==> src/rtl/small_matrix_multiply_macros.svh <==
// Assertion macros for the small matrix multiply block
`ifndef SMALL_MATRIX_MULTIPLY_MACROS_SVH
`define SMALL_MATRIX_MULTIPLY_MACROS_SVH

`ifndef NO_ASSERTIONS

// Same-cycle implication, checked on clk, off while rst_n is low
`define SMM_ASSERT_IMP(lbl, ante, cons, msg) \
  lbl: assert property (@(posedge clk) disable iff (!rst_n) (ante) |-> (cons)) \
    else $error(msg);

// Next-cycle implication, checked on clk, off while rst_n is low
`define SMM_ASSERT_NXT(lbl, ante, cons, msg) \
  lbl: assert property (@(posedge clk) disable iff (!rst_n) (ante) |=> (cons)) \
    else $error(msg);

`else

`define SMM_ASSERT_IMP(lbl, ante, cons, msg)
`define SMM_ASSERT_NXT(lbl, ante, cons, msg)

`endif

`endif

==> src/rtl/smm_pkg.sv <==
// Shared types, codes and constants of the small matrix multiply block
package smm_pkg;

  localparam int MAX_DIM_DEF   = 8;
  localparam int ELEM_BITS_DEF = 16;

  localparam int REQ_W  = 2;
  localparam int IDX_W  = 3;
  localparam int VAL_W  = 16;
  localparam int OUT_W  = 35;
  localparam int DIM_W  = 4;

  localparam int APB_ADDR_W = 4;
  localparam int APB_DATA_W = 32;

  // request codes
  localparam logic [REQ_W-1:0] REQ_WRITE_A = 2'd0;
  localparam logic [REQ_W-1:0] REQ_WRITE_B = 2'd1;
  localparam logic [REQ_W-1:0] REQ_RUN     = 2'd2;

  // register indexes
  localparam logic [1:0] REG_ROWS_OF_A  = 2'd0;
  localparam logic [1:0] REG_INNER_SIZE = 2'd1;
  localparam logic [1:0] REG_COLS_OF_B  = 2'd2;

  localparam logic [DIM_W-1:0] DIM_RESET = 4'd8;

  typedef enum logic [1:0] {
    ST_IDLE,
    ST_MAC,
    ST_DRAIN,
    ST_EMIT
  } ctrl_state_t;

  // clamped dimensions, each 1..MAX_DIM
  typedef struct packed {
    logic [DIM_W-1:0] m;
    logic [DIM_W-1:0] k;
    logic [DIM_W-1:0] n;
  } dims_t;

  typedef struct packed {
    logic             wr_a;
    logic             wr_b;
    logic             issue;
    logic             acc_clear;
    logic             emit;
    logic             last;
    logic [IDX_W-1:0] row_i;
    logic [IDX_W-1:0] col_j;
    logic [IDX_W-1:0] inner_t;
  } dp_cmd_t;

  typedef struct packed {
    logic out_busy;
  } dp_status_t;

endpackage

==> src/rtl/smm_if.sv <==
// Request and result channel interfaces
interface smm_req_if
  import smm_pkg::*;
  ();
  logic                    valid;
  logic                    ready;
  logic [REQ_W-1:0]        req_type;
  logic [IDX_W-1:0]        elem_row;
  logic [IDX_W-1:0]        elem_col;
  logic signed [VAL_W-1:0] elem_value;

  modport source (output valid, req_type, elem_row, elem_col, elem_value, input ready);
  modport sink   (input valid, req_type, elem_row, elem_col, elem_value, output ready);
endinterface

interface smm_res_if
  import smm_pkg::*;
  ();
  logic                    valid;
  logic                    ready;
  logic [IDX_W-1:0]        out_row;
  logic [IDX_W-1:0]        out_col;
  logic signed [OUT_W-1:0] out_value;
  logic                    last_flag;

  modport source (output valid, out_row, out_col, out_value, last_flag, input ready);
  modport sink   (input valid, out_row, out_col, out_value, last_flag, output ready);
endinterface

==> src/rtl/smm_cfg.sv <==
// APB register file with dimension clamping
module smm_cfg
  import smm_pkg::*;
#(
  parameter int MAX_DIM = MAX_DIM_DEF
) (
  input  logic                  clk,
  input  logic                  rst_n,
  input  logic                  psel,
  input  logic                  penable,
  input  logic                  pwrite,
  input  logic [APB_ADDR_W-1:0] paddr,
  input  logic [APB_DATA_W-1:0] pwdata,
  output logic [APB_DATA_W-1:0] prdata,
  output logic                  pready,
  output dims_t                 dims
);

  localparam logic [DIM_W-1:0] DIM_MAX = DIM_W'(MAX_DIM);

  logic [DIM_W-1:0] rows_r, inner_r, cols_r;
  logic             wr_en;
  logic [1:0]       reg_idx;

  function automatic logic [DIM_W-1:0] clamp_dim(input logic [DIM_W-1:0] v);
    logic [DIM_W-1:0] r;
    if (v == '0) begin
      r = DIM_W'(1);
    end else if (v > DIM_MAX) begin
      r = DIM_MAX;
    end else begin
      r = v;
    end
    return r;
  endfunction

  assign pready  = 1'b1;
  assign reg_idx = paddr[3:2];
  assign wr_en   = psel & penable & pwrite & pready;

  always_ff @(posedge clk) begin
    if (!rst_n) begin
      rows_r  <= DIM_RESET;
      inner_r <= DIM_RESET;
      cols_r  <= DIM_RESET;
    end else if (wr_en) begin
      case (reg_idx)
        REG_ROWS_OF_A:  rows_r  <= pwdata[DIM_W-1:0];
        REG_INNER_SIZE: inner_r <= pwdata[DIM_W-1:0];
        REG_COLS_OF_B:  cols_r  <= pwdata[DIM_W-1:0];
        default: ;
      endcase
    end
  end

  always_comb begin
    case (reg_idx)
      REG_ROWS_OF_A:  prdata = APB_DATA_W'(rows_r);
      REG_INNER_SIZE: prdata = APB_DATA_W'(inner_r);
      REG_COLS_OF_B:  prdata = APB_DATA_W'(cols_r);
      default:        prdata = '0;
    endcase
  end

  assign dims.m = clamp_dim(rows_r);
  assign dims.k = clamp_dim(inner_r);
  assign dims.n = clamp_dim(cols_r);

endmodule

==> src/rtl/smm_datapath.sv <==
// Element stores, multiplier, accumulator and result register
module smm_datapath
  import smm_pkg::*;
#(
  parameter int MAX_DIM   = MAX_DIM_DEF,
  parameter int ELEM_BITS = ELEM_BITS_DEF
) (
  input  logic                    clk,
  input  logic                    rst_n,
  input  dp_cmd_t                 cmd,
  input  dims_t                   dims,
  input  logic [IDX_W-1:0]        elem_row,
  input  logic [IDX_W-1:0]        elem_col,
  input  logic signed [VAL_W-1:0] elem_value,
  input  logic                    out_ready,
  output logic                    out_valid,
  output logic [IDX_W-1:0]        out_row,
  output logic [IDX_W-1:0]        out_col,
  output logic signed [OUT_W-1:0] out_value,
  output logic                    last_flag,
  output dp_status_t              status
);

  localparam int DEPTH  = MAX_DIM * MAX_DIM;
  localparam int ADDR_W = (DEPTH > 1) ? $clog2(DEPTH) : 1;
  localparam int PROD_W = 2 * ELEM_BITS;
  localparam int WIDE_W = (PROD_W > OUT_W) ? PROD_W : OUT_W;

  logic signed [ELEM_BITS-1:0] mem_a [DEPTH];
  logic signed [ELEM_BITS-1:0] mem_b [DEPTH];
  logic [DEPTH-1:0]            vld_a_r, vld_b_r;

  logic signed [ELEM_BITS-1:0] wr_val;
  logic [ADDR_W-1:0]           wr_addr, rd_addr_a, rd_addr_b;
  logic                        wr_ok_a, wr_ok_b;

  logic signed [ELEM_BITS-1:0] a_q_r, b_q_r;
  logic                        a_qv_r, b_qv_r;
  logic                        s1_vld_r, s2_vld_r;
  logic signed [ELEM_BITS-1:0] op_a, op_b;
  logic signed [PROD_W-1:0]    prod_r;
  logic signed [WIDE_W-1:0]    prod_wide;
  logic [OUT_W-1:0]            acc_r;

  logic                        out_valid_r;
  logic [IDX_W-1:0]            out_row_r, out_col_r;
  logic [OUT_W-1:0]            out_value_r;
  logic                        last_r;

  // value wrapped or sign-extended to the element width
  assign wr_val  = ELEM_BITS'(elem_value);
  assign wr_addr = ADDR_W'(elem_row * MAX_DIM + elem_col);
  assign wr_ok_a = cmd.wr_a && (DIM_W'(elem_row) < dims.m) && (DIM_W'(elem_col) < dims.k);
  assign wr_ok_b = cmd.wr_b && (DIM_W'(elem_row) < dims.k) && (DIM_W'(elem_col) < dims.n);

  assign rd_addr_a = ADDR_W'(cmd.row_i * MAX_DIM + cmd.inner_t);
  assign rd_addr_b = ADDR_W'(cmd.inner_t * MAX_DIM + cmd.col_j);

  always_ff @(posedge clk) begin
    if (wr_ok_a) begin
      mem_a[wr_addr] <= wr_val;
    end
    if (wr_ok_b) begin
      mem_b[wr_addr] <= wr_val;
    end
    a_q_r  <= mem_a[rd_addr_a];
    b_q_r  <= mem_b[rd_addr_b];
  end

  // entries never written read as zero
  always_ff @(posedge clk) begin
    if (!rst_n) begin
      vld_a_r <= '0;
      vld_b_r <= '0;
      a_qv_r  <= 1'b0;
      b_qv_r  <= 1'b0;
    end else begin
      if (wr_ok_a) begin
        vld_a_r[wr_addr] <= 1'b1;
      end
      if (wr_ok_b) begin
        vld_b_r[wr_addr] <= 1'b1;
      end
      a_qv_r <= vld_a_r[rd_addr_a];
      b_qv_r <= vld_b_r[rd_addr_b];
    end
  end

  assign op_a = a_qv_r ? a_q_r : '0;
  assign op_b = b_qv_r ? b_q_r : '0;
  assign prod_wide = WIDE_W'(prod_r);

  always_ff @(posedge clk) begin
    if (!rst_n) begin
      s1_vld_r <= 1'b0;
      s2_vld_r <= 1'b0;
    end else begin
      s1_vld_r <= cmd.issue;
      s2_vld_r <= s1_vld_r;
    end
  end

  always_ff @(posedge clk) begin
    prod_r <= op_a * op_b;
    if (cmd.acc_clear) begin
      acc_r <= '0;
    end else if (s2_vld_r) begin
      acc_r <= acc_r + prod_wide[OUT_W-1:0];
    end
  end

  always_ff @(posedge clk) begin
    if (!rst_n) begin
      out_valid_r <= 1'b0;
    end else if (cmd.emit) begin
      out_valid_r <= 1'b1;
    end else if (out_ready) begin
      out_valid_r <= 1'b0;
    end
  end

  always_ff @(posedge clk) begin
    if (cmd.emit) begin
      out_row_r   <= cmd.row_i;
      out_col_r   <= cmd.col_j;
      out_value_r <= acc_r;
      last_r      <= cmd.last;
    end
  end

  assign out_valid       = out_valid_r;
  assign out_row         = out_row_r;
  assign out_col         = out_col_r;
  assign out_value       = $signed(out_value_r);
  assign last_flag       = last_r;
  assign status.out_busy = out_valid_r;

endmodule

==> src/rtl/smm_ctrl.sv <==
// Request decode and run sequencer
`include "small_matrix_multiply_macros.svh"

module smm_ctrl
  import smm_pkg::*;
(
  input  logic             clk,
  input  logic             rst_n,
  input  logic             in_valid,
  input  logic [REQ_W-1:0] req_type,
  output logic             in_ready,
  input  logic             out_ready,
  input  dims_t            dims,
  input  dp_status_t       status,
  output dp_cmd_t          cmd
);

  ctrl_state_t      state_r, state_nxt;
  logic [IDX_W-1:0] i_r, i_nxt, j_r, j_nxt, t_r, t_nxt;
  logic             drain_r, drain_nxt;
  logic             in_xfer;
  logic             i_end, j_end, t_end, last_elem, can_emit;
  logic [DIM_W-1:0] t_ext;

  assign t_ext     = DIM_W'(t_r);
  assign i_end     = (DIM_W'(i_r) + DIM_W'(1)) == dims.m;
  assign j_end     = (DIM_W'(j_r) + DIM_W'(1)) == dims.n;
  assign t_end     = (t_ext + DIM_W'(1)) == dims.k;
  assign last_elem = i_end && j_end;
  assign can_emit  = !status.out_busy || out_ready;
  assign in_xfer   = in_valid && in_ready;

  always_ff @(posedge clk) begin
    if (!rst_n) begin
      state_r <= ST_IDLE;
      i_r     <= '0;
      j_r     <= '0;
      t_r     <= '0;
      drain_r <= 1'b0;
    end else begin
      state_r <= state_nxt;
      i_r     <= i_nxt;
      j_r     <= j_nxt;
      t_r     <= t_nxt;
      drain_r <= drain_nxt;
    end
  end

  always_comb begin
    state_nxt     = state_r;
    i_nxt         = i_r;
    j_nxt         = j_r;
    t_nxt         = t_r;
    drain_nxt     = drain_r;
    in_ready      = 1'b0;
    cmd           = '0;
    cmd.row_i     = i_r;
    cmd.col_j     = j_r;
    cmd.inner_t   = t_r;
    cmd.last      = last_elem;

    case (state_r)
      ST_IDLE: begin
        // ready is high here, so valid alone marks a transfer
        in_ready = 1'b1;
        if (in_valid) begin
          cmd.wr_a = (req_type == REQ_WRITE_A);
          cmd.wr_b = (req_type == REQ_WRITE_B);
          if (req_type == REQ_RUN) begin
            cmd.acc_clear = 1'b1;
            i_nxt         = '0;
            j_nxt         = '0;
            t_nxt         = '0;
            state_nxt     = ST_MAC;
          end
        end
      end
      ST_MAC: begin
        cmd.issue = 1'b1;
        if (t_end) begin
          t_nxt     = '0;
          drain_nxt = 1'b0;
          state_nxt = ST_DRAIN;
        end else begin
          t_nxt = t_r + IDX_W'(1);
        end
      end
      ST_DRAIN: begin
        // two stages (read, multiply) before the last product lands
        drain_nxt = 1'b1;
        if (drain_r) begin
          state_nxt = ST_EMIT;
        end
      end
      ST_EMIT: begin
        if (can_emit) begin
          cmd.emit      = 1'b1;
          cmd.acc_clear = 1'b1;
          if (last_elem) begin
            state_nxt = ST_IDLE;
          end else begin
            state_nxt = ST_MAC;
            if (j_end) begin
              j_nxt = '0;
              i_nxt = i_r + IDX_W'(1);
            end else begin
              j_nxt = j_r + IDX_W'(1);
            end
          end
        end
      end
      default: begin
        state_nxt = ST_IDLE;
      end
    endcase
  end

  `SMM_ASSERT_IMP(a_emit_has_room, cmd.emit, !status.out_busy || out_ready, "emit onto a full output register")
  `SMM_ASSERT_NXT(a_run_starts, in_xfer && (req_type == REQ_RUN), state_r == ST_MAC, "run transfer did not start the sequencer")
  `SMM_ASSERT_IMP(a_inner_in_range, state_r == ST_MAC, t_ext < dims.k, "inner index beyond inner size")
  `SMM_ASSERT_NXT(a_last_ends_run, cmd.emit && cmd.last, state_r == ST_IDLE, "run did not end after its last element")

endmodule

==> src/rtl/small_matrix_multiply.sv <==
// Top level of the small matrix multiply block
//
// Computes C = A x B on signed ELEM_BITS-bit elements held in two on-chip stores of
// MAX_DIM x MAX_DIM entries, both reading as zero after reset. A request transfer with
// req_type 0 or 1 writes one element of A or B at (elem_row, elem_col); writes
// outside the configured dimensions and req_type 3 are dropped, and none of these yields a
// result. req_type 2 runs the multiply and emits every element of C in row-major order, with
// last_flag on the final one; out_value is the exact dot product, kept to 35 bits. Each result
// element runs its inner-dimension multiply-accumulates in turn through the shared multiplier,
// lets the store read and multiply stages drain, and then loads the output register once it
// has room. Computation of the next element overlaps a result that still waits
// in the output register. The request channel is held off for the whole run. Dimensions
// are set over APB at byte addresses 0 (rows_of_a), 4 (inner_size) and 8 (cols_of_b),
// each 4 bits, reset 8; a 0 acts as 1 and a value above MAX_DIM acts as MAX_DIM. Write them
// only while the block is idle.
module small_matrix_multiply
  import smm_pkg::*;
#(
  parameter int MAX_DIM   = MAX_DIM_DEF,
  parameter int ELEM_BITS = ELEM_BITS_DEF
) (
  input  logic                  clk,
  input  logic                  rst_n,
  smm_req_if.sink               in_req,
  smm_res_if.source             out_res,
  input  logic                  psel,
  input  logic                  penable,
  input  logic                  pwrite,
  input  logic [APB_ADDR_W-1:0] paddr,
  input  logic [APB_DATA_W-1:0] pwdata,
  output logic [APB_DATA_W-1:0] prdata,
  output logic                  pready
);

  dims_t      dims;
  dp_cmd_t    cmd;
  dp_status_t status;
  logic       in_ready;

  // register file, clamped dimensions out
  smm_cfg #(
    .MAX_DIM (MAX_DIM)
  ) u_cfg (
    .clk     (clk),
    .rst_n   (rst_n),
    .psel    (psel),
    .penable (penable),
    .pwrite  (pwrite),
    .paddr   (paddr),
    .pwdata  (pwdata),
    .prdata  (prdata),
    .pready  (pready),
    .dims    (dims)
  );

  // sequencer: decodes request transfers, walks i, j and the inner index
  smm_ctrl u_ctrl (
    .clk       (clk),
    .rst_n     (rst_n),
    .in_valid  (in_req.valid),
    .req_type  (in_req.req_type),
    .in_ready  (in_ready),
    .out_ready (out_res.ready),
    .dims      (dims),
    .status    (status),
    .cmd       (cmd)
  );

  assign in_req.ready = in_ready;

  // stores, multiply-accumulate pipe and result register
  smm_datapath #(
    .MAX_DIM   (MAX_DIM),
    .ELEM_BITS (ELEM_BITS)
  ) u_dp (
    .clk        (clk),
    .rst_n      (rst_n),
    .cmd        (cmd),
    .dims       (dims),
    .elem_row   (in_req.elem_row),
    .elem_col   (in_req.elem_col),
    .elem_value (in_req.elem_value),
    .out_ready  (out_res.ready),
    .out_valid  (out_res.valid),
    .out_row    (out_res.out_row),
    .out_col    (out_res.out_col),
    .out_value  (out_res.out_value),
    .last_flag  (out_res.last_flag),
    .status     (status)
  );

endmodule
==> src/flat_wrapper.sv <==
// flat-port wrapper written by rule: the top's interface ports become plain ports
module small_matrix_multiply_flat import smm_pkg::*;
#(
  parameter int MAX_DIM   = MAX_DIM_DEF,
  parameter int ELEM_BITS = ELEM_BITS_DEF
)
  (clk, rst_n, psel, penable, pwrite, paddr, pwdata, prdata, pready, in_req_valid, in_req_req_type, in_req_elem_row, in_req_elem_col, in_req_elem_value, in_req_ready, out_res_valid, out_res_out_row, out_res_out_col, out_res_out_value, out_res_last_flag, out_res_ready);
  smm_req_if in_req_i ();
  smm_res_if out_res_i ();
  input  logic clk;
  input  logic rst_n;
  input  logic psel;
  input  logic penable;
  input  logic pwrite;
  input  logic [APB_ADDR_W-1:0] paddr;
  input  logic [APB_DATA_W-1:0] pwdata;
  output logic [APB_DATA_W-1:0] prdata;
  output logic pready;
  input wire logic [$bits(in_req_i.valid)-1:0] in_req_valid;
  input wire logic [$bits(in_req_i.req_type)-1:0] in_req_req_type;
  input wire logic [$bits(in_req_i.elem_row)-1:0] in_req_elem_row;
  input wire logic [$bits(in_req_i.elem_col)-1:0] in_req_elem_col;
  input wire logic [$bits(in_req_i.elem_value)-1:0] in_req_elem_value;
  output wire logic [$bits(in_req_i.ready)-1:0] in_req_ready;
  output wire logic [$bits(out_res_i.valid)-1:0] out_res_valid;
  output wire logic [$bits(out_res_i.out_row)-1:0] out_res_out_row;
  output wire logic [$bits(out_res_i.out_col)-1:0] out_res_out_col;
  output wire logic [$bits(out_res_i.out_value)-1:0] out_res_out_value;
  output wire logic [$bits(out_res_i.last_flag)-1:0] out_res_last_flag;
  input wire logic [$bits(out_res_i.ready)-1:0] out_res_ready;
  assign in_req_i.valid = in_req_valid;
  assign in_req_i.req_type = in_req_req_type;
  assign in_req_i.elem_row = in_req_elem_row;
  assign in_req_i.elem_col = in_req_elem_col;
  assign in_req_i.elem_value = in_req_elem_value;
  assign in_req_ready = in_req_i.ready;
  assign out_res_valid = out_res_i.valid;
  assign out_res_out_row = out_res_i.out_row;
  assign out_res_out_col = out_res_i.out_col;
  assign out_res_out_value = out_res_i.out_value;
  assign out_res_last_flag = out_res_i.last_flag;
  assign out_res_i.ready = out_res_ready;
  small_matrix_multiply #(.MAX_DIM(MAX_DIM), .ELEM_BITS(ELEM_BITS)) u_core (.clk(clk), .rst_n(rst_n), .in_req(in_req_i), .out_res(out_res_i), .psel(psel), .penable(penable), .pwrite(pwrite), .paddr(paddr), .pwdata(pwdata), .prdata(prdata), .pready(pready));
endmodule
==> config.mk <==
export PLATFORM = sky130hd
export DESIGN_NAME = small_matrix_multiply_flat
export DESIGN_NICKNAME = d
export VERILOG_FILES = /design/src/rtl/smm_pkg.sv /design/src/rtl/smm_if.sv /design/src/rtl/smm_cfg.sv /design/src/rtl/smm_datapath.sv /design/src/rtl/smm_ctrl.sv /design/src/rtl/small_matrix_multiply.sv /design/src/flat_wrapper.sv
export VERILOG_INCLUDE_DIRS = /design/src /design/src/rtl
export SDC_FILE = /design/constraint.sdc
export NUM_CORES = 2
export LEC_CHECK = 0
export BUFFER_PORTS_ARGS = -buffer_cell sky130_fd_sc_hd__buf_4
export CAP_MARGIN = 25
export CORE_ASPECT_RATIO = 0.7
export CORE_MARGIN = 1
export CORE_UTILIZATION = 40
export CTS_CLUSTER_SIZE = 25
export DETAILED_ROUTE_END_ITERATION = 6
export PLACE_DENSITY_LB_ADDON = 0.05
export SLEW_MARGIN = 20
export SYNTH_ARGS = -nofsm -noshare
export SYNTH_HDL_FRONTEND = slang
export SYNTH_SLANG_ARGS = --single-unit
==> constraint.sdc <==
create_clock -name clk -period 11.5 [get_ports clk]
set_input_delay 1.725 -clock clk [delete_from_list [all_inputs] [get_ports clk]]
set_output_delay 1.725 -clock clk [all_outputs]
set_load 0.1 [all_outputs]
==> flow_summary.json <==
{
  "io-pin-count": 144,
  "syn_area_per_cell_um2": 18.1,
  "layout_common_cells": "edfxtp_1, mux4_2, inv_1",
  "place_congestion": 0.827,
  "wire_per_inst_um": 29.1,
  "p_sw_mw": 4.05,
  "wl_um": 270000,
  "synth-edff-count": 2090,
  "maxCapViolCount": 0,
  "cts-root-buf": "clkbuf_16",
  "p_per_area_nw_per_um2": 159,
  "clk_pin_slew_worst_paths_ns": 0.06,
  "synthArstFlopShare_pct": 0,
  "h-tree-depth": 4,
  "grt_util_met1_pct": 33.9,
  "register_area_um2": 67900,
  "grtUsageMet3_pct": 3.56,
  "dp_hpwl_um": 163000,
  "syn2layout_area_growth_pct": 12.9,
  "hold_class": "reg -> reg",
  "r2r_end": "u_core.u_dp.prod_r[31]",
  "drcViolationCount": 12,
  "whs_path_depth": 1,
  "pwr-share-seq_pct": 52.1,
  "post_cts_buffers": 0,
  "max_slew.worst_pin.slew_ns": 1.12,
  "grt-ovfl-total": 0,
  "cts.sinks": 2346,
  "start_util_pct": 40.3,
  "cts_buffer_depth": 4,
  "via_count": 50985,
  "crit_arrival_ns": 8.42,
  "yosysUniqueCellTypes": 77,
  "worstSetupEndpointType": "flip-flop",
  "die_width_um": 601,
  "insertion_delay_ns": 0.89,
  "fin_nets": 6208,
  "hold_buffers": 0,
  "n_fill_cell": 21452,
  "internal_power_mw": 14.0,
  "setup_viol": 0,
  "setup_tns_ns": 0,
  "vias_per_cell": 5.49,
  "finClkSkew_ns": 0.0805,
  "path_class": "reg -> reg",
  "cp.required_ns": 12.19,
  "die_y_um": 421,
  "min_from": "u_core.u_dp.s1_vld_r",
  "dr.first_iter.drc_count": 5015,
  "pwr-share-clk_pct": 41.6,
  "firstDrtPassIters": 7,
  "ys_warn_count": 0,
  "total_leakage_power_nw": 37.0,
  "io_buffers": 84,
  "antenna_left": 0,
  "status": "finished with violations",
  "worst-r2r-cell-count": 23,
  "slew_headroom_pct": 25.2,
  "startpoint_type": "flip-flop",
  "cp_max_fo": 34,
  "combPwrFrac_pct": 6.4,
  "peakVddDrop_mv": 0.125,
  "syn_inst": 5530,
  "min_period_ns": 7.73,
  "synthFlopType": "edfxtp_1",
  "met2_usage_pct": 30.8,
  "min_period_over_period_pct": 67.2,
  "grt_pass1_vias": 51519,
  "ys_ff_latch": 2346,
  "r2r_setup_slack_ns": 3.77,
  "crit_path_start": "u_core.u_dp.a_qv_r",
  "die-area_um2": 253000,
  "core_um2": 249000,
  "antenna_found_initial": 13,
  "numCtsBuffers": 232,
  "violations": "design-rule violations",
  "multiInputGateArea_um2": 30500,
  "tritoncts": "done",
  "hold_viol": 0,
  "netlist_area_um2": 100000,
  "min_to": "u_core.u_dp.s2_vld_r",
  "grt_busiest_layer": "met1",
  "rsz0062_at_grt": "no",
  "totalPowerFinal_mw": 18.1,
  "ys_seq_area_share_pct": 67.6,
  "grt_usage_pct": 21.3,
  "report.final.slew_viol_count": 0,
  "layout_commonest_cell": "edfxtp_1",
  "r2r-start": "u_core.u_dp.a_qv_r",
  "drive_gt1_share_pct": 22.7,
  "netSwitchingFraction_pct": 22.4,
  "ctsResizeCount": 0,
  "num_rows": 153,
  "grt_max_degree": 112,
  "grt_pass1_wl_um": 388000,
  "max_freq_mhz": 129
}
==> area by class of cell <==
cell class | instances | area share, %
Antenna cell | 6 | 0.0132
Timing Repair Buffer | 256 | 1.85
Clock buffer | 334 | 5.86
Inverter | 321 | 1.06
Sequential cell | 2346 | 59.9
Multi-Input combinational cell | 2590 | 26.9
Tap cell | 3332 | 3.68
Clock inverter | 94 | 0.687
==> routing by layer <==
layer,wire length [um],vias to the layer above,share of wire [%]
li1,-,21876,-
met1,133000,27375,49
met2,116000,1430,43
met3,16500,302,6.1
met4,4670,2,1.7
met5,13,-,0.0048
==> synthesized netlist by cell type, types with 31 or more instances <==
cell	number	area share [%]
o21a_1	139	1.0
edfxtp_1	2090	63
a21oi_1	95	0.47
ha_1	131	1.6
and2_1	31	0.19
dfxtp_1	256	5.1
o22ai_1	37	0.23
mux2i_1	201	2.0
o21ai_0	60	0.30
fa_1	263	5.2
buf_2	56	0.28
nor2b_1	32	0.20
buf_1	43	0.16
nand2_1	266	0.99
mux4_2	592	13
o221ai_1	68	0.59
inv_1	321	1.2
nor2_1	343	1.3
clkbuf_1	161	0.60
nand3_1	37	0.18
buf_4	39	0.29
a21o_1	36	0.27
xnor2_1	47	0.41
==> cells by family after synthesis <==
kind of cell,after synthesis,synth area share [%]
AO/OA/AOI/OAI,510,3.55
XOR/XNOR,68,0.593
adder cells (fa/ha/maj),394,6.88
buffers and inverters,621,2.54
flip-flops,2346,67.6
multiplexers,810,15.5
other,2,0.00748
AND/OR/NAND/NOR,779,3.32
==> registers in the layout (all words and copies together), names as in the netlist, 4 cells and up <==
| signal | count |
|---|---|
| u_core.u_dp.vld_b_r | 64 |
| u_core.u_dp.b_q_r | 16 |
| u_core.u_dp.vld_a_r | 64 |
| u_core.u_dp.acc_r | 35 |
| u_core.u_dp.mem_b | 1024 |
| u_core.u_dp.prod_r | 32 |
| u_core.u_dp.out_value | 35 |
| u_core.u_dp.mem_a | 1024 |
| u_core.u_dp.a_q_r | 16 |
| u_core.u_cfg.rows_r | 4 |
| u_core.u_cfg.cols_r | 4 |
| u_core.u_cfg.inner_r | 4 |
==> power by group through the flow <==
stage               sequential [mW]  combinational [mW]  clock, mW
global route                   9.41                1.23       8.00
floorplan                      9.58               0.729          0
global placement               9.59                1.14          0
detailed placement             9.59                1.16          0
CTS                            9.40                1.16       7.69
finish                         9.40                1.15       7.50
==> stage by stage <==
stage	worst slack (ns)	hold slack, ns	std cells	util (%)	instance area, um2
finish	3.77	0.421	9279	45.5	113000
global route	3.22	0.456	9273	45.5	113000
CTS	3.82	0.425	9265	45.5	113000
detailed placement	3.84	0.419	8837	42.5	106000
global placement	3.78	0.416	8835	42.5	106000
floorplan	4.99	0.403	5557	-	100000
==> worst max path at each step <==
stage          cells after the start  slack [ns]                     end
3_5_place_dp                      22        3.84  u_core.u_dp.prod_r[31]
5_1_grt                           23        3.22  u_core.u_dp.prod_r[31]
2_1_floorplan                     25        4.99  u_core.u_dp.prod_r[31]
4_1_cts                           22        3.82  u_core.u_dp.prod_r[31]
6_report                          23        3.77  u_core.u_dp.prod_r[31]
3_3_place_gp                      22        3.78  u_core.u_dp.prod_r[31]
==> critical path, cell delays in order (launching register included) <==
cell and delay, ns:
dfxtp_1 0.94, nand2_1 0.59, nor2_1 0.30, fa_1 0.45, inv_1 0.08, fa_1 0.43, fa_1 0.52, inv_1 0.06
fa_1 0.52, fa_1 0.51, inv_1 0.05, fa_1 0.47, inv_1 0.04, ha_1 0.40, nand2_1 0.15, a211oi_1 0.26
a221oi_2 0.16, or3_1 0.44, a41oi_2 0.28, o41ai_2 0.15, a311oi_1 0.48, o21ai_2 0.11, a21oi_1 0.16, a31oi_1 0.05
(Power assumes the default switching activity.)
